### src/rtl/framed_channel_packet_parser_assert.svh
// ----------------------------------------------------------------------------
// Assertion macros for the framed channel packet parser
// Shared concurrent assertion forms, clocked on aclk and quiet during reset.
// ----------------------------------------------------------------------------
`ifndef FRAMED_CHANNEL_PACKET_PARSER_ASSERT_SVH
`define FRAMED_CHANNEL_PACKET_PARSER_ASSERT_SVH

// Same-cycle implication.
`define FCPP_ASSERT_NOW(lbl, ante, cons, msg) \
    lbl: assert property (@(posedge aclk) disable iff (!aresetn) (ante) |-> (cons)) \
        else $error(msg);

// Next-cycle implication.
`define FCPP_ASSERT_NEXT(lbl, ante, cons, msg) \
    lbl: assert property (@(posedge aclk) disable iff (!aresetn) (ante) |=> (cons)) \
        else $error(msg);

`endif

### src/rtl/fcpp_pkg.sv
// ----------------------------------------------------------------------------
// fcpp_pkg
// Constants and shared types of the framed channel packet parser.
// ----------------------------------------------------------------------------
`default_nettype none

package fcpp_pkg;

    localparam logic [7:0] HDR_START = 8'h24;   // '$'
    localparam logic [7:0] HDR_ID    = 8'h50;   // 'P'

    localparam int NUM_SIGNALS  = 4;
    localparam int CHANNELS_DEF = 4;

    localparam int BYTE_W   = 8;
    localparam int WORD_W   = 16;
    localparam int SIG_IDX_W = 2;
    localparam int CH_IDX_W  = 3;

    // Control handed to the word chain every cycle.
    typedef struct packed {
        logic                shift;
        logic [WORD_W-1:0]   word;
    } chain_ctrl_t;

endpackage

`default_nettype wire

### src/rtl/fcpp_cell.sv
// ----------------------------------------------------------------------------
// fcpp_cell
// One 16-bit word cell of the payload chain.
// ----------------------------------------------------------------------------
`default_nettype none

module fcpp_cell
    import fcpp_pkg::*;
(
    input  wire logic              aclk,
    input  wire logic              shift,
    input  wire logic [WORD_W-1:0] din,
    output logic      [WORD_W-1:0] dout
);

    logic [WORD_W-1:0] word_reg;

    // Payload storage: no reset, every entry is written before it is read.
    always_ff @(posedge aclk) begin
        if (shift) begin
            word_reg <= din;
        end
    end

    assign dout = word_reg;

endmodule

`default_nettype wire

### src/rtl/fcpp_chain.sv
// ----------------------------------------------------------------------------
// fcpp_chain
// Row of word cells; words enter at the tail and leave from the head.
// ----------------------------------------------------------------------------
`default_nettype none

module fcpp_chain
    import fcpp_pkg::*;
#(
    parameter int NUM_WORDS = NUM_SIGNALS * CHANNELS_DEF
) (
    input  wire logic              aclk,
    input  wire chain_ctrl_t       ctrl,
    output logic      [WORD_W-1:0] head_word
);

    logic [WORD_W-1:0] cell_out [NUM_WORDS];

    for (genvar i = 0; i < NUM_WORDS; i++) begin : g_cell
        logic [WORD_W-1:0] cell_in;

        if (i == NUM_WORDS - 1) begin : g_tail
            assign cell_in = ctrl.word;
        end else begin : g_body
            assign cell_in = cell_out[i+1];
        end

        fcpp_cell u_cell (
            .aclk  (aclk),
            .shift (ctrl.shift),
            .din   (cell_in),
            .dout  (cell_out[i])
        );
    end

    assign head_word = cell_out[0];

endmodule

`default_nettype wire

### src/rtl/framed_channel_packet_parser.sv
// Latency: the first channel value is offered in the cycle after the check byte is accepted.
// Throughput: one received byte per cycle while hunting for a header or taking payload.
// After a good frame, 4 x CHANNELS values leave the chain head at one per cycle while
// m_ready is high, and no byte is accepted until the last of them has been taken.
// Reset (aresetn low, synchronous) clears the parser state, checksum and counters; the chain
// contents are not reset.
// ----------------------------------------------------------------------------
// framed_channel_packet_parser
// Hunts for a '$' 'P' header, collects the payload words into a chain of cells
// while accumulating an XOR checksum, and on a matching check byte emits one
// item per channel value.
// ----------------------------------------------------------------------------
`default_nettype none

`include "framed_channel_packet_parser_assert.svh"

module framed_channel_packet_parser
    import fcpp_pkg::*;
#(
    parameter int CHANNELS = CHANNELS_DEF
) (
    input  wire logic                 aclk,
    input  wire logic                 aresetn,

    input  wire logic                 s_valid,
    output logic                      s_ready,
    input  wire logic [BYTE_W-1:0]    s_rx_byte,

    output logic                      m_valid,
    input  wire logic                 m_ready,
    output logic      [SIG_IDX_W-1:0] m_signal_index,
    output logic      [CH_IDX_W-1:0]  m_channel_index,
    output logic      [WORD_W-1:0]    m_channel_value,
    output logic                      m_last
);

    localparam int NUM_WORDS     = NUM_SIGNALS * CHANNELS;
    localparam int PAYLOAD_BYTES = 2 * NUM_WORDS;
    localparam int CNT_W         = $clog2(PAYLOAD_BYTES);

    localparam logic [CNT_W-1:0]     LAST_BYTE  = CNT_W'(PAYLOAD_BYTES - 1);
    localparam logic [CH_IDX_W-1:0]  LAST_CH    = CH_IDX_W'(CHANNELS - 1);
    localparam logic [SIG_IDX_W-1:0] LAST_SIG   = SIG_IDX_W'(NUM_SIGNALS - 1);

    typedef enum logic [2:0] {
        ST_IDLE,
        ST_DOLLAR,
        ST_PAYLOAD,
        ST_CHECK,
        ST_DRAIN
    } state_t;

    state_t                 state_reg;
    logic [BYTE_W-1:0]      xor_reg;
    logic [BYTE_W-1:0]      lo_byte_reg;
    logic [CNT_W-1:0]       byte_cnt_reg;
    logic [SIG_IDX_W-1:0]   sig_reg;
    logic [CH_IDX_W-1:0]    ch_reg;

    logic        in_fire;
    logic        out_fire;
    logic        out_last;
    chain_ctrl_t chain_ctrl;
    logic [WORD_W-1:0] head_word;

    // The parser takes no byte while a frame's values are being handed out.
    assign s_ready  = (state_reg != ST_DRAIN);
    assign m_valid  = (state_reg == ST_DRAIN);
    assign in_fire  = s_valid && s_ready;
    assign out_fire = m_valid && m_ready;
    assign out_last = (sig_reg == LAST_SIG) && (ch_reg == LAST_CH);

    // A word is pushed into the tail once its high byte arrives; while draining the same
    // shift moves the next word up to the head.
    assign chain_ctrl.shift = (in_fire && (state_reg == ST_PAYLOAD) && byte_cnt_reg[0])
                              || out_fire;
    assign chain_ctrl.word  = {s_rx_byte, lo_byte_reg};

    fcpp_chain #(
        .NUM_WORDS (NUM_WORDS)
    ) u_chain (
        .aclk      (aclk),
        .ctrl      (chain_ctrl),
        .head_word (head_word)
    );

    assign m_signal_index  = sig_reg;
    assign m_channel_index = ch_reg;
    assign m_channel_value = head_word;
    assign m_last          = out_last;

    always_ff @(posedge aclk) begin
        if (!aresetn) begin
            state_reg    <= ST_IDLE;
            xor_reg      <= '0;
            byte_cnt_reg <= '0;
            sig_reg      <= '0;
            ch_reg       <= '0;
        end else begin
            case (state_reg)
                ST_IDLE: begin
                    if (in_fire && (s_rx_byte == HDR_START)) begin
                        state_reg <= ST_DOLLAR;
                    end
                end
                ST_DOLLAR: begin
                    // Any byte other than 'P', a second '$' included, drops back to idle.
                    if (in_fire) begin
                        if (s_rx_byte == HDR_ID) begin
                            state_reg    <= ST_PAYLOAD;
                            xor_reg      <= '0;
                            byte_cnt_reg <= '0;
                        end else begin
                            state_reg <= ST_IDLE;
                        end
                    end
                end
                ST_PAYLOAD: begin
                    if (in_fire) begin
                        xor_reg <= xor_reg ^ s_rx_byte;
                        if (!byte_cnt_reg[0]) begin
                            lo_byte_reg <= s_rx_byte;
                        end
                        if (byte_cnt_reg == LAST_BYTE) begin
                            state_reg <= ST_CHECK;
                        end else begin
                            byte_cnt_reg <= byte_cnt_reg + 1'b1;
                        end
                    end
                end
                ST_CHECK: begin
                    if (in_fire) begin
                        sig_reg <= '0;
                        ch_reg  <= '0;
                        if (s_rx_byte == xor_reg) begin
                            state_reg <= ST_DRAIN;
                        end else begin
                            state_reg <= ST_IDLE;
                        end
                    end
                end
                ST_DRAIN: begin
                    if (out_fire) begin
                        if (out_last) begin
                            state_reg <= ST_IDLE;
                        end else if (ch_reg == LAST_CH) begin
                            ch_reg  <= '0;
                            sig_reg <= sig_reg + 1'b1;
                        end else begin
                            ch_reg <= ch_reg + 1'b1;
                        end
                    end
                end
                default: begin
                    state_reg <= ST_IDLE;
                end
            endcase
        end
    end

    `FCPP_ASSERT_NOW(a_no_overlap, m_valid, !s_ready,
        "byte accepted while values are being emitted")
    `FCPP_ASSERT_NEXT(a_last_ends_frame, out_fire && m_last, !m_valid,
        "value emitted after the last one of a frame")
    `FCPP_ASSERT_NOW(a_drain_from_check, $rose(m_valid),
        $past(in_fire) && ($past(state_reg) == ST_CHECK),
        "emission started without an accepted check byte")
    `FCPP_ASSERT_NOW(a_channel_range, m_valid, ch_reg <= LAST_CH,
        "channel index beyond the configured channel count")

endmodule

`default_nettype wire

### config.mk
export PLATFORM = sky130hd
export DESIGN_NAME = framed_channel_packet_parser
export DESIGN_NICKNAME = d
export VERILOG_FILES = /design/src/rtl/fcpp_pkg.sv /design/src/rtl/fcpp_cell.sv /design/src/rtl/fcpp_chain.sv /design/src/rtl/framed_channel_packet_parser.sv
export VERILOG_INCLUDE_DIRS = /design/src /design/src/rtl
export SDC_FILE = /design/constraint.sdc
export NUM_CORES = 1
export LEC_CHECK = 0
export ABC_AREA = 0
export BUFFER_PORTS_ARGS = -buffer_cell sky130_fd_sc_hd__clkbuf_2
export CORE_UTILIZATION = 30
export CTS_CLUSTER_SIZE = 40
export DETAILED_ROUTE_END_ITERATION = 8
export GPL_TIMING_DRIVEN = 0
export HOLD_SLACK_MARGIN = 0.03
export PLACE_DENSITY = 0.5
export REMOVE_ABC_BUFFERS = 1
export SYNTH_ARGS = -nofsm -noshare
export SYNTH_HDL_FRONTEND = slang
export SYNTH_SLANG_ARGS = --single-unit
export TNS_END_PERCENT = 100
### constraint.sdc
create_clock -name aclk -period 30.3 [get_ports aclk]
set_input_delay 4.545 -clock aclk [delete_from_list [all_inputs] [get_ports aclk]]
set_output_delay 4.545 -clock aclk [all_outputs]
set_load 0.03 [all_outputs]
==> impl_metrics.json, run 1 <==
{
  "crit_fanout": 9,
  "area_delta_synth_final_pct": 18.84,
  "peakVddDrop_uv": 40.30,
  "power.density_nw_per_um2": 69.65,
  "drt_wl_total_um": 10920,
  "fp.dieH_um": 176.9,
  "die_x_um": 176.9,
  "dpl_cell_area_um2": 9996,
  "power_frac_seq_pct": 55.7,
  "gp_congestion": 0.8806,
  "root_buffer": "clkbuf_16",
  "yosysTopAreaCell": "edfxtp_1",
  "worstSetupEndpointType": "primary output",
  "max-clock-path-buffers": 3,
  "die_area_um2": 31300,
  "crit_slowest_cell": "or3b_1",
  "fin_tns_setup_ns": 0,
  "num_antenna_cells": 0,
  "grt_remaining_overflow": 0,
  "slew_violations": 0,
  "synthTopCellsByArea": "edfxtp_1 (86%), dfxtp_1 (4.6%), nand2b_1 (0.95%), a311oi_1 (0.76%), a21oi_1 (0.71%)",
  "num_rows": 63,
  "crit_type": "flip-flop to primary output",
  "post_drt_wl_per_cell_um": 12.29,
  "finalNetCount": 493,
  "tritoncts": "yes",
  "avgSynthCellArea_um2": 22.28,
  "hold_class": "flip-flop to flip-flop",
  "setup_viol_count_final": 0,
  "p_int_uw": 621.8,
  "cts_sinks": 285,
  "drt-initial-drc-count": 336,
  "async_flop_share_pct": 0,
  "rsz0062_at_grt": "no",
  "clock_latency_ns": 0.52,
  "cts_hold_buf": 0,
  "portBuffers": 35,
  "fin_crit_sh_pct": 21.39,
  "cts_made_buffers": 28,
  "synth_cells": 412,
  "max_slew.worst_pin.slew_ns": 0.8740,
  "start_util_pct": 30.72,
  "drc": 0,
  "yosysWarnings": 0,
  "hold_viol": 0,
  "vias_per_cell": 4.198,
  "grt_pass1_vias": 3796,
  "p_clk_share_pct": 43.8,
  "vias": 3728,
  "clkSlewWorstSetupHoldPaths_ns": 0.06,
  "finalPower_uw": 759.7,
  "cap_violations": 0,
  "grt_use_total_pct": 7.082,
  "max_slew_margin_pct": 41.52,
  "ioPinCount": 36,
  "ys.flop_type": "edfxtp_1",
  "seq_area_frac_synth_pct": 90.95,
  "synthDistinctLibCells": 41,
  "crit_path_cell_trace": "or3b_1, inv_2, clkbuf_2",
  "final.min_clock_period_ns": 6.480,
  "htreeDepth": 1,
  "largest_register_ffs": 256,
  "status": "finished clean",
  "drive_gt1_share_pct": 18.07,
  "postCtsSetupBuffers": 0,
  "postRouteAntennaNets": 0,
  "holdWs_ns": 0.4119,
  "fmax_mhz": 154.3,
  "multiInputGateArea_um2": 792.0,
  "first_pass_iters": 5,
  "power.share.switching_pct": 18.15,
  "fin_area_um2": 10910,
  "p_leak_nw": 3.498,
  "grt_pass1_wl_um": 18200,
  "synth_seq_cells": 285,
  "worstPathArrival_ns": 1.93,
  "dp_hpwl_um": 6065,
  "n_fill_cell": 2706,
  "syn_area_um2": 9179,
  "startpoint_type": "flip-flop",
  "synth_edf_count": 264,
  "ctsResizeCount": 0,
  "pwr-share-comb_pct": 0.5,
  "grt_max_degree": 37,
  "p_switching_uw": 137.9,
  "antenna_found_initial": 0,
  "required_ns": 25.76,
  "regArea_um2": 8348,
  "synth_top_area_share_pct": 86.37,
  "cpPeakStageDelay_ns": 0.55,
  "clock_skew_ns": 0.008481,
  "core-area_um2": 29870
}
==> layer usage <==
layer  track usage (%)  routed length [um]
met5                 0                   0
met4             3.125                 325
met2             11.85                5380
met3             2.083                 587
met1             8.438                4624
==> critical path, delay by kind of cell, from the launching register on <==
family,cells,cell delay (ns)
DFF,1,0.46
buffers and inverters,2,0.40
and+or+nand+nor,1,0.55
==> through the flow <==
step	cells	utilization, %	setup slack (ns)
6_report	888	36.51	23.82
5_1_grt	888	36.51	23.77
4_1_cts	888	36.50	23.84
3_5_place_dp	837	33.46	23.47
3_3_place_gp	829	32.83	1.666
2_1_floorplan	404	-	6.679
==> power by group through the flow <==
| stage | clock (mW) | sequential (mW) | combinational, mW |
|---|---|---|---|
| finish | 0.332 | 0.423 | 0.00372 |
| global route | 0.361 | 0.423 | 0.00412 |
| CTS | 0.344 | 0.423 | 0.00369 |
| detailed placement | 0 | 0.432 | 0.00369 |
| global placement | 0 | 0.432 | 0.00347 |
| floorplan | 0 | 0.432 | 0.00133 |
==> kinds of logic (layout without fill, tap and decap cells) <==
family / Yosys count / count (layout) / synth area share (%)
adder cells (fa/ha/maj): 4 / 4 / 0.5453
flip-flops: 285 / 285 / 90.95
buffers and inverters: 14 / 100 / 0.5998
multiplexers: 5 / 5 / 0.5453
AND/OR/NAND/NOR: 61 / 61 / 3.967
XOR/XNOR: 8 / 8 / 0.7634
AO/OA/AOI/OAI: 35 / 35 / 2.631
==> worst paths after layout <==
path	from	endpoint	slack, ns	depth (start not counted)
setup reg to reg	state_reg[1]	u_chain.g_cell[1].u_cell.dout[13]	27.26	7
hold reg to reg	u_chain.g_cell[11].u_cell.dout[3]	u_chain.g_cell[10].u_cell.dout[3]	0.41	0
hold / removal	u_chain.g_cell[11].u_cell.dout[3]	u_chain.g_cell[10].u_cell.dout[3]	0.41	0
setup / recovery	state_reg[2]	m_valid	23.82	3
==> cell type report <==
| cell class | instances | share of cell area, % |
|---|---|---|
| Clock buffer | 32 | 6.653 |
| Clock inverter | 19 | 1.663 |
| Inverter | 6 | 0.2065 |
| Multi-Input combinational cell | 113 | 7.261 |
| Sequential cell | 285 | 76.53 |
| Tap cell | 390 | 4.473 |
| Timing Repair Buffer | 43 | 3.212 |
==> Yosys cell counts (2+ instances only) <==
master,instances
or4_4,2
inv_1,5
mux2i_1,5
nor4_1,3
a21oi_1,13
nand3b_1,5
a311oi_1,8
nor3b_1,2
nand3_1,2
nor2_1,4
edfxtp_1,264
buf_2,2
o21ai_0,3
o22ai_1,4
nand2_1,17
nand2b_1,14
xor2_1,7
clkbuf_1,6
ha_1,4
dfxtp_1,21
==> cells in the final DEF, fill, tap and decap left out, drive strengths merged, types with 4 or more instances in the layout <==
cell | Yosys | layout
a21oi | 13 | 13
a311oi | 8 | 8
buf | 2 | 8
clkbuf | 6 | 67
clkinv | 0 | 15
dfxtp | 21 | 21
edfxtp | 264 | 264
ha | 4 | 4
inv | 6 | 6
mux2i | 5 | 5
nand2 | 17 | 17
nand2b | 14 | 14
nand3b | 5 | 5
nor2 | 4 | 4
o22ai | 4 | 4
xor2 | 7 | 7
(Power assumes the default switching activity.)
==> run 2: changes to the inputs <==
--- a/config.mk
+++ b/config.mk
@@ -6,7 +6,7 @@
 export SDC_FILE = /design/constraint.sdc
 export NUM_CORES = 1
 export LEC_CHECK = 0
-export ABC_AREA = 0
+export ABC_AREA = 1
 export BUFFER_PORTS_ARGS = -buffer_cell sky130_fd_sc_hd__clkbuf_2
 export CORE_UTILIZATION = 30
 export CTS_CLUSTER_SIZE = 40
==> constraint.sdc (replaced) <==
create_clock -name aclk -period 6.2 [get_ports aclk]
set_input_delay 0.93 -clock aclk [delete_from_list [all_inputs] [get_ports aclk]]
set_output_delay 0.93 -clock aclk [all_outputs]
set_load 0.03 [all_outputs]
==> run 2 against run 1 <==
  * Clock skew grew 0.0069 ns
  * Critical path depth grew 7
  * Core utilization grew 0.23 points
  * Synthesized cell count grew 12%
  * Sequential power grew to 4.9 times the previous value
  * Clock-buffer cell count shrank 2
  * Critical path type is now flip-flop to flip-flop
==> impl_metrics.json, run 2 <==
{
  "grt_max_degree": 33,
  "tritoncts": "yes",
  "async_flop_share_pct": 0,
  "p_leak_nw": 3.577,
  "gp_congestion": 0.7969,
  "reg2reg_depth": 10,
  "first_pass_iters": 4,
  "stdcell_count": 945,
  "hold_viol": 0,
  "finalPower_mw": 3.716,
  "dpl.cell_count": 894,
  "max-clock-path-buffers": 3,
  "root_buffer": "clkbuf_16",
  "synth_seq_cells": 285,
  "post_drt_wl_per_cell_um": 11.96,
  "crit_fanout": 32,
  "startpoint_type": "flip-flop",
  "ctsResizeCount": 0,
  "power.density_nw_per_um2": 337.6,
  "clock_latency_ns": 0.53,
  "num_antenna_cells": 0,
  "antenna_found_initial": 0,
  "synth_cells": 462,
  "holdWs_ns": 0.4096,
  "clock_skew_ns": 0.01542,
  "cts_made_buffers": 28,
  "die_x_um": 177.5,
  "drt-initial-drc-count": 257,
  "hold_class": "flip-flop to flip-flop",
  "cpMostUsedCell": "buf_12",
  "vias_per_cell": 4.135,
  "grt_remaining_overflow": 0,
  "clkSlewWorstSetupHoldPaths_ns": 0.07,
  "portBuffers": 35,
  "seq_area_frac_synth_pct": 90.32,
  "yosysWarnings": 0,
  "synth.most_common_cell": "edfxtp_1",
  "p_switching_uw": 689.7,
  "syn_area_um2": 9243,
  "status": "finished clean",
  "yosysTopAreaCell": "edfxtp_1",
  "required_ns": 6.44,
  "fin_crit_sh_pct": 43.81,
  "rsz0062_at_grt": "no",
  "power_frac_seq_pct": 55.7,
  "fmax_mhz": 368.1,
  "peakVddDrop_uv": 194.6,
  "num_rows": 63,
  "final_cell_mix": "edfxtp_1 (264), nand2_1 (50), clkbuf_2 (35)",
  "die_area_um2": 31520,
  "grt_pass1_vias": 3992,
  "crit_slowest_cell": "dfxtp_1",
  "crit_type": "flip-flop to flip-flop",
  "postRouteAntennaNets": 0,
  "min_path_cells": 0,
  "final.min_clock_period_ns": 2.716,
  "vias": 3908,
  "fin_area_um2": 11010,
  "avgSynthCellArea_um2": 20.01,
  "synthTopCellsByArea": "edfxtp_1 (86%), dfxtp_1 (4.5%), nand2_1 (2.0%), nor2_1 (1.1%), a21oi_1 (0.87%)",
  "power.share.switching_pct": 18.56,
  "drc": 0,
  "layout_commonest_cell": "edfxtp_1",
  "crit_path_cell_trace": "nor2_4, nand2_4, nor2_4, inv_2, o22ai_4, buf_12, buf_12, buf_12, buf_12, buf_16",
  "rrSetupSlack_ns": 3.48,
  "drive_gt1_share_pct": 18.92,
  "largest_register_ffs": 256,
  "yosys-top-cells-count": "edfxtp_1 (264), nand2_1 (50), nor2_1 (28)",
  "cts_sinks": 285,
  "synth_edf_count": 264,
  "p_int_mw": 3.026,
  "dp_hpwl_um": 6421,
  "drt_wl_total_um": 11300,
  "cts_hold_buf": 0,
  "max_slew.worst_pin.slew_ns": 0.7379,
  "pwr-share-comb_pct": 0.5,
  "grt_use_total_pct": 7.420,
  "p_clk_share_pct": 43.8,
  "htreeDepth": 1,
  "core-area_um2": 29950,
  "synth_top_area_share_pct": 85.77,
  "final_util_pct": 36.75,
  "finalNetCount": 550,
  "ioPinCount": 36,
  "setup_viol_count_final": 0,
  "slew_violations": 0,
  "max_slew_margin_pct": 50.54,
  "dpl_cell_area_um2": 10100,
  "cpPeakStageDelay_ns": 0.40,
  "cap_violations": 0,
  "area_delta_synth_final_pct": 19.09,
  "grt_pass1_wl_um": 18960,
  "fp.dieH_um": 177.5,
  "worstPathArrival_ns": 2.96,
  "postCtsSetupBuffers": 0,
  "worstSetupEndpointType": "flip-flop",
  "synthDistinctLibCells": 32,
  "ys.flop_type": "edfxtp_1",
  "start_util_pct": 30.86
}
[run 2: cell count changes after synthesis, sizes merged, moves of 4 or more]
cell | before | now
clkbuf | 6 | 1
a311oi | 8 | 0
nand2 | 17 | 54
nor2 | 4 | 31
nand3 | 2 | 15
nand2b | 14 | 0
nand3b | 5 | 0
mux2i | 5 | 0
nand4 | 1 | 5
a21oi | 13 | 19
inv | 6 | 27
[run 2: metrics by stage]
step / TNS, ns / worst slack, ns
global placement: -3072.68 / -12.02
global route: 0 / 3.281
detailed placement: 0 / 2.918
finish: 0 / 3.484
floorplan: -2144.93 / -8.379
CTS: 0 / 3.471
[run 2: final timing paths]
| path | to | start |
|---|---|---|
| setup reg to reg | u_chain.g_cell[0].u_cell.dout[1] | state_reg[2] |
| hold / removal | u_chain.g_cell[8].u_cell.dout[6] | u_chain.g_cell[9].u_cell.dout[6] |
| hold reg to reg | u_chain.g_cell[8].u_cell.dout[6] | u_chain.g_cell[9].u_cell.dout[6] |
| setup / recovery | u_chain.g_cell[0].u_cell.dout[1] | state_reg[2] |
[run 2: cell type report]
cell class,instances,area (um2)
clock buffers,30,708.2
clock inverters,21,190.2
fillers,2811,18950
inverters,28,107.6
multi-input cells,147,794.5
flip-flops and latches,285,8348
well taps,390,488.0
repair buffers,44,370.4
[run 2: kinds of logic after synthesis]
kind of cell | Yosys count | synth area share, %
compound gates | 27 | 1.733
xor+xnor | 6 | 0.5686
fa+ha+maj | 4 | 0.5415
simple gates | 110 | 5.550
flops | 285 | 90.32
buf+inv | 30 | 1.286
[run 2: layer usage]
metal / part of all wire, % / track usage, % / wire length, um / vias up
li1: - / - / - / 1868
met1: 45 / 9.467 / 5113 / 1909
met2: 45 / 11.62 / 5136 / 97
met3: 5.3 / 2.078 / 597 / 34
met4: 4.0 / 3.597 / 451 / 0
met5: 0 / 0 / 0 / -
[run 2: worst max-delay path: cells and delay by family, from the launching register on]
kind	cells	cell delay (ns)
buf+inv	6	1.20
simple gates	3	0.55
flops	1	0.40
compound gates	1	0.23
[run 2: power by group through the flow]
stage | clock network, mW | registers (mW) | logic [mW]
after floorplan | 0 | 2.11 | 0.00843
after global placement | 0 | 2.11 | 0.0185
after detailed placement | 0 | 2.11 | 0.0193
after CTS | 1.69 | 2.07 | 0.0194
after global routing | 1.76 | 2.07 | 0.0216
final | 1.63 | 2.07 | 0.0195
==> run 3: changes to the inputs <==
--- a/config.mk
+++ b/config.mk
@@ -13,7 +13,7 @@
 export DETAILED_ROUTE_END_ITERATION = 8
 export GPL_TIMING_DRIVEN = 0
 export HOLD_SLACK_MARGIN = 0.03
-export PLACE_DENSITY = 0.5
+export PLACE_DENSITY = 0.51
 export REMOVE_ABC_BUFFERS = 1
 export SYNTH_ARGS = -nofsm -noshare
 export SYNTH_HDL_FRONTEND = slang
==> constraint.sdc (replaced) <==
create_clock -name aclk -period 2.3 [get_ports aclk]
set_input_delay 0.345 -clock aclk [delete_from_list [all_inputs] [get_ports aclk]]
set_output_delay 0.345 -clock aclk [all_outputs]
set_load 0.03 [all_outputs]
==> run 3 against run 2 <==
  * Die area did not move
  * Total power grew to 2.6 times the previous value
  * Hold slack got worse by 0.36 ns
  * Core utilization is 0.063 points lower
  * Register-to-register slack worse by 3.4 ns
  * Sequential cell count unchanged
  * Clock power rose to 2.5 times the previous value
  * Sequential share of layout area grew 0.13 points
  * Sequential power grew to 2.7 times the previous value
  * Worst setup slack got worse by 3.4 ns
  * Clock skew fell by 0.0052 ns
  * Clock-buffer cell count up 3
  * Critical path type unchanged
==> impl_metrics.json, run 3 (synthesized netlist as in run 2, its figures left out) <==
{
  "layout_commonest_cell": "edfxtp_1",
  "ioPinCount": 36,
  "finalNetCount": 551,
  "p_switching_mw": 1.813,
  "r2r-end": "u_chain.g_cell[6].u_cell.dout[14]",
  "grt_pass1_vias": 3997,
  "max-clock-path-buffers": 3,
  "antenna_found_initial": 0,
  "portBuffers": 35,
  "r2r_start": "state_reg[2]",
  "reg2reg_depth": 9,
  "area_delta_synth_final_pct": 18.88,
  "vias": 3977,
  "largest_register_ffs": 256,
  "crit_fanout": 25,
  "gp_congestion": 0.8042,
  "drc": 0,
  "num_antenna_cells": 0,
  "clock_skew_ns": 0.01023,
  "status": "finished clean",
  "startpoint_type": "flip-flop",
  "whs_endpoint": "lo_byte_reg[6]",
  "p_leak_nw": 3.574,
  "grt_pass1_wl_um": 18660,
  "fmax_mhz": 451.1,
  "n_fill_cell": 2741,
  "hold_viol": 0,
  "final_util_pct": 36.68,
  "cts_hold_buf": 0,
  "power.share.switching_pct": 18.61,
  "start_util_pct": 30.86,
  "clock_latency_ns": 0.53,
  "num_rows": 63,
  "fin_tns_setup_ns": 0,
  "min_path_cells": 1,
  "cts_sinks": 285,
  "drt_wl_total_um": 11460,
  "holdWs_ns": 0.05435,
  "hold_class": "primary input to flip-flop",
  "final_cell_mix": "edfxtp_1 (264), nand2_1 (50), clkbuf_2 (35)",
  "power.density_nw_per_um2": 887.0,
  "multiInputGateArea_um2": 794.5,
  "dp_hpwl_um": 6606,
  "post-place-ws_ns": -0.4059,
  "htreeDepth": 1,
  "grt_max_degree": 36,
  "clkSlewWorstSetupHoldPaths_ns": 0.06,
  "core-area_um2": 29950,
  "setup_ws_ns": 0.08325,
  "post_drt_wl_per_cell_um": 12.11,
  "fp.dieH_um": 177.5,
  "drive_gt1_share_pct": 19.06,
  "slew_violations": 0,
  "pwr-share-comb_pct": 0.5,
  "grt_use_total_pct": 7.278,
  "grt_remaining_overflow": 0,
  "root_buffer": "clkbuf_16",
  "first_pass_iters": 5,
  "worstHoldStart": "s_rx_byte[6]",
  "peakVddDrop_uv": 507.2,
  "drt-initial-drc-count": 392,
  "regArea_um2": 8348,
  "p_clk_share_pct": 42.2,
  "max_slew.worst_pin.slew_ns": 0.6878,
  "p_int_mw": 7.933,
  "rsz0062_at_grt": "yes",
  "worstPathArrival_ns": 2.45,
  "final.min_clock_period_ns": 2.217,
  "setup_viol_count_final": 0,
  "tritoncts": "yes",
  "die_x_um": 177.5,
  "postRouteAntennaNets": 0,
  "cap_violations": 0,
  "rrSetupSlack_ns": 0.08,
  "fin_crit_sh_pct": 96.38,
  "max_slew_margin_pct": 53.89,
  "power_frac_seq_pct": 57.2,
  "worstSetupEndpointType": "flip-flop",
  "required_ns": 2.53,
  "vias_per_cell": 4.204,
  "finalPower_mw": 9.746,
  "die_area_um2": 31520,
  "crit_type": "flip-flop to flip-flop",
  "cts_made_buffers": 27
}
-- run 3: changes by cell type in the layout (fill, tap and decap cells not counted), moves of 2 or more --
cell / previous run / this run
buf_4: 0 / 2
clkinv_1: 10 / 8
buf_12: 7 / 3
buf_16: 2 / 5
clkbuf_1: 2 / 4
clkbuf_8: 0 / 2
bufinv_16: 3 / 1
clkinv_2: 5 / 7
-- run 3: power by group through the flow --
stage / logic [mW] / registers, mW / clock network [mW]
after CTS: 0.0517 / 5.58 / 4.27
final: 0.0530 / 5.58 / 4.11
after global routing: 0.0574 / 5.57 / 4.48
after floorplan: 0.0227 / 5.69 / 0
after detailed placement: 0.0516 / 5.69 / 0
after global placement: 0.0467 / 5.69 / 0
-- run 3: what timing repair did --
item	in CTS	in global routing
endpoints found under the setup margin	152	65
buffers inserted	2	0
pin swaps	2	0
cloned	0	1
resized for setup	0	3
-- run 3: cell type report --
class                      instances  area share [%]
multi-input combinational        147           7.231
tap                              390           4.441
clock buffer                      33           6.536
inverter                          28          0.9793
sequential                       285           75.97
clock inverter                    17           1.082
timing repair buffer              46           3.758
-- run 3: through the flow --
stage	cell area (um2)	cells
floorplan	9231	460
global placement	9894	885
detailed placement	10110	894
CTS	10960	946
global route	10990	946
finish	10990	946
-- run 3: metal layers --
metal,global-route usage [%],wire [um],vias up,share of wire [%]
met2,12.11,5464,138,48
li1,-,-,1869,-
met3,1.928,614,34,5.4
met4,3.348,448,0,3.9
met1,8.814,4933,1936,43
met5,0,0,-,0
-- run 3: worst max-delay path by stage --
stage / start / to / slack (ns) / cells past startpoint
after global routing: state_reg[2] / u_chain.g_cell[13].u_cell.dout[15] / -0.002 / 9
after CTS: state_reg[2] / u_chain.g_cell[0].u_cell.dout[9] / 0.03 / 9
after detailed placement: state_reg[2] / u_chain.g_cell[0].u_cell.dout[9] / -0.41 / 9
final: state_reg[2] / u_chain.g_cell[6].u_cell.dout[14] / 0.08 / 9
after floorplan: state_reg[2] / u_chain.g_cell[0].u_cell.dout[0] / -11.91 / 5
after global placement: state_reg[2] / u_chain.g_cell[0].u_cell.dout[14] / -15.68 / 5
-- run 3: critical path, stage by stage (launching register included) --
cell     delay [ns]
dfxtp_1        0.39
nor2_4         0.18
nand2_4        0.13
nor2_4         0.16
inv_2          0.08
o22ai_4        0.20
buf_16         0.20
buf_16         0.20
buf_16         0.17
buf_16         0.18
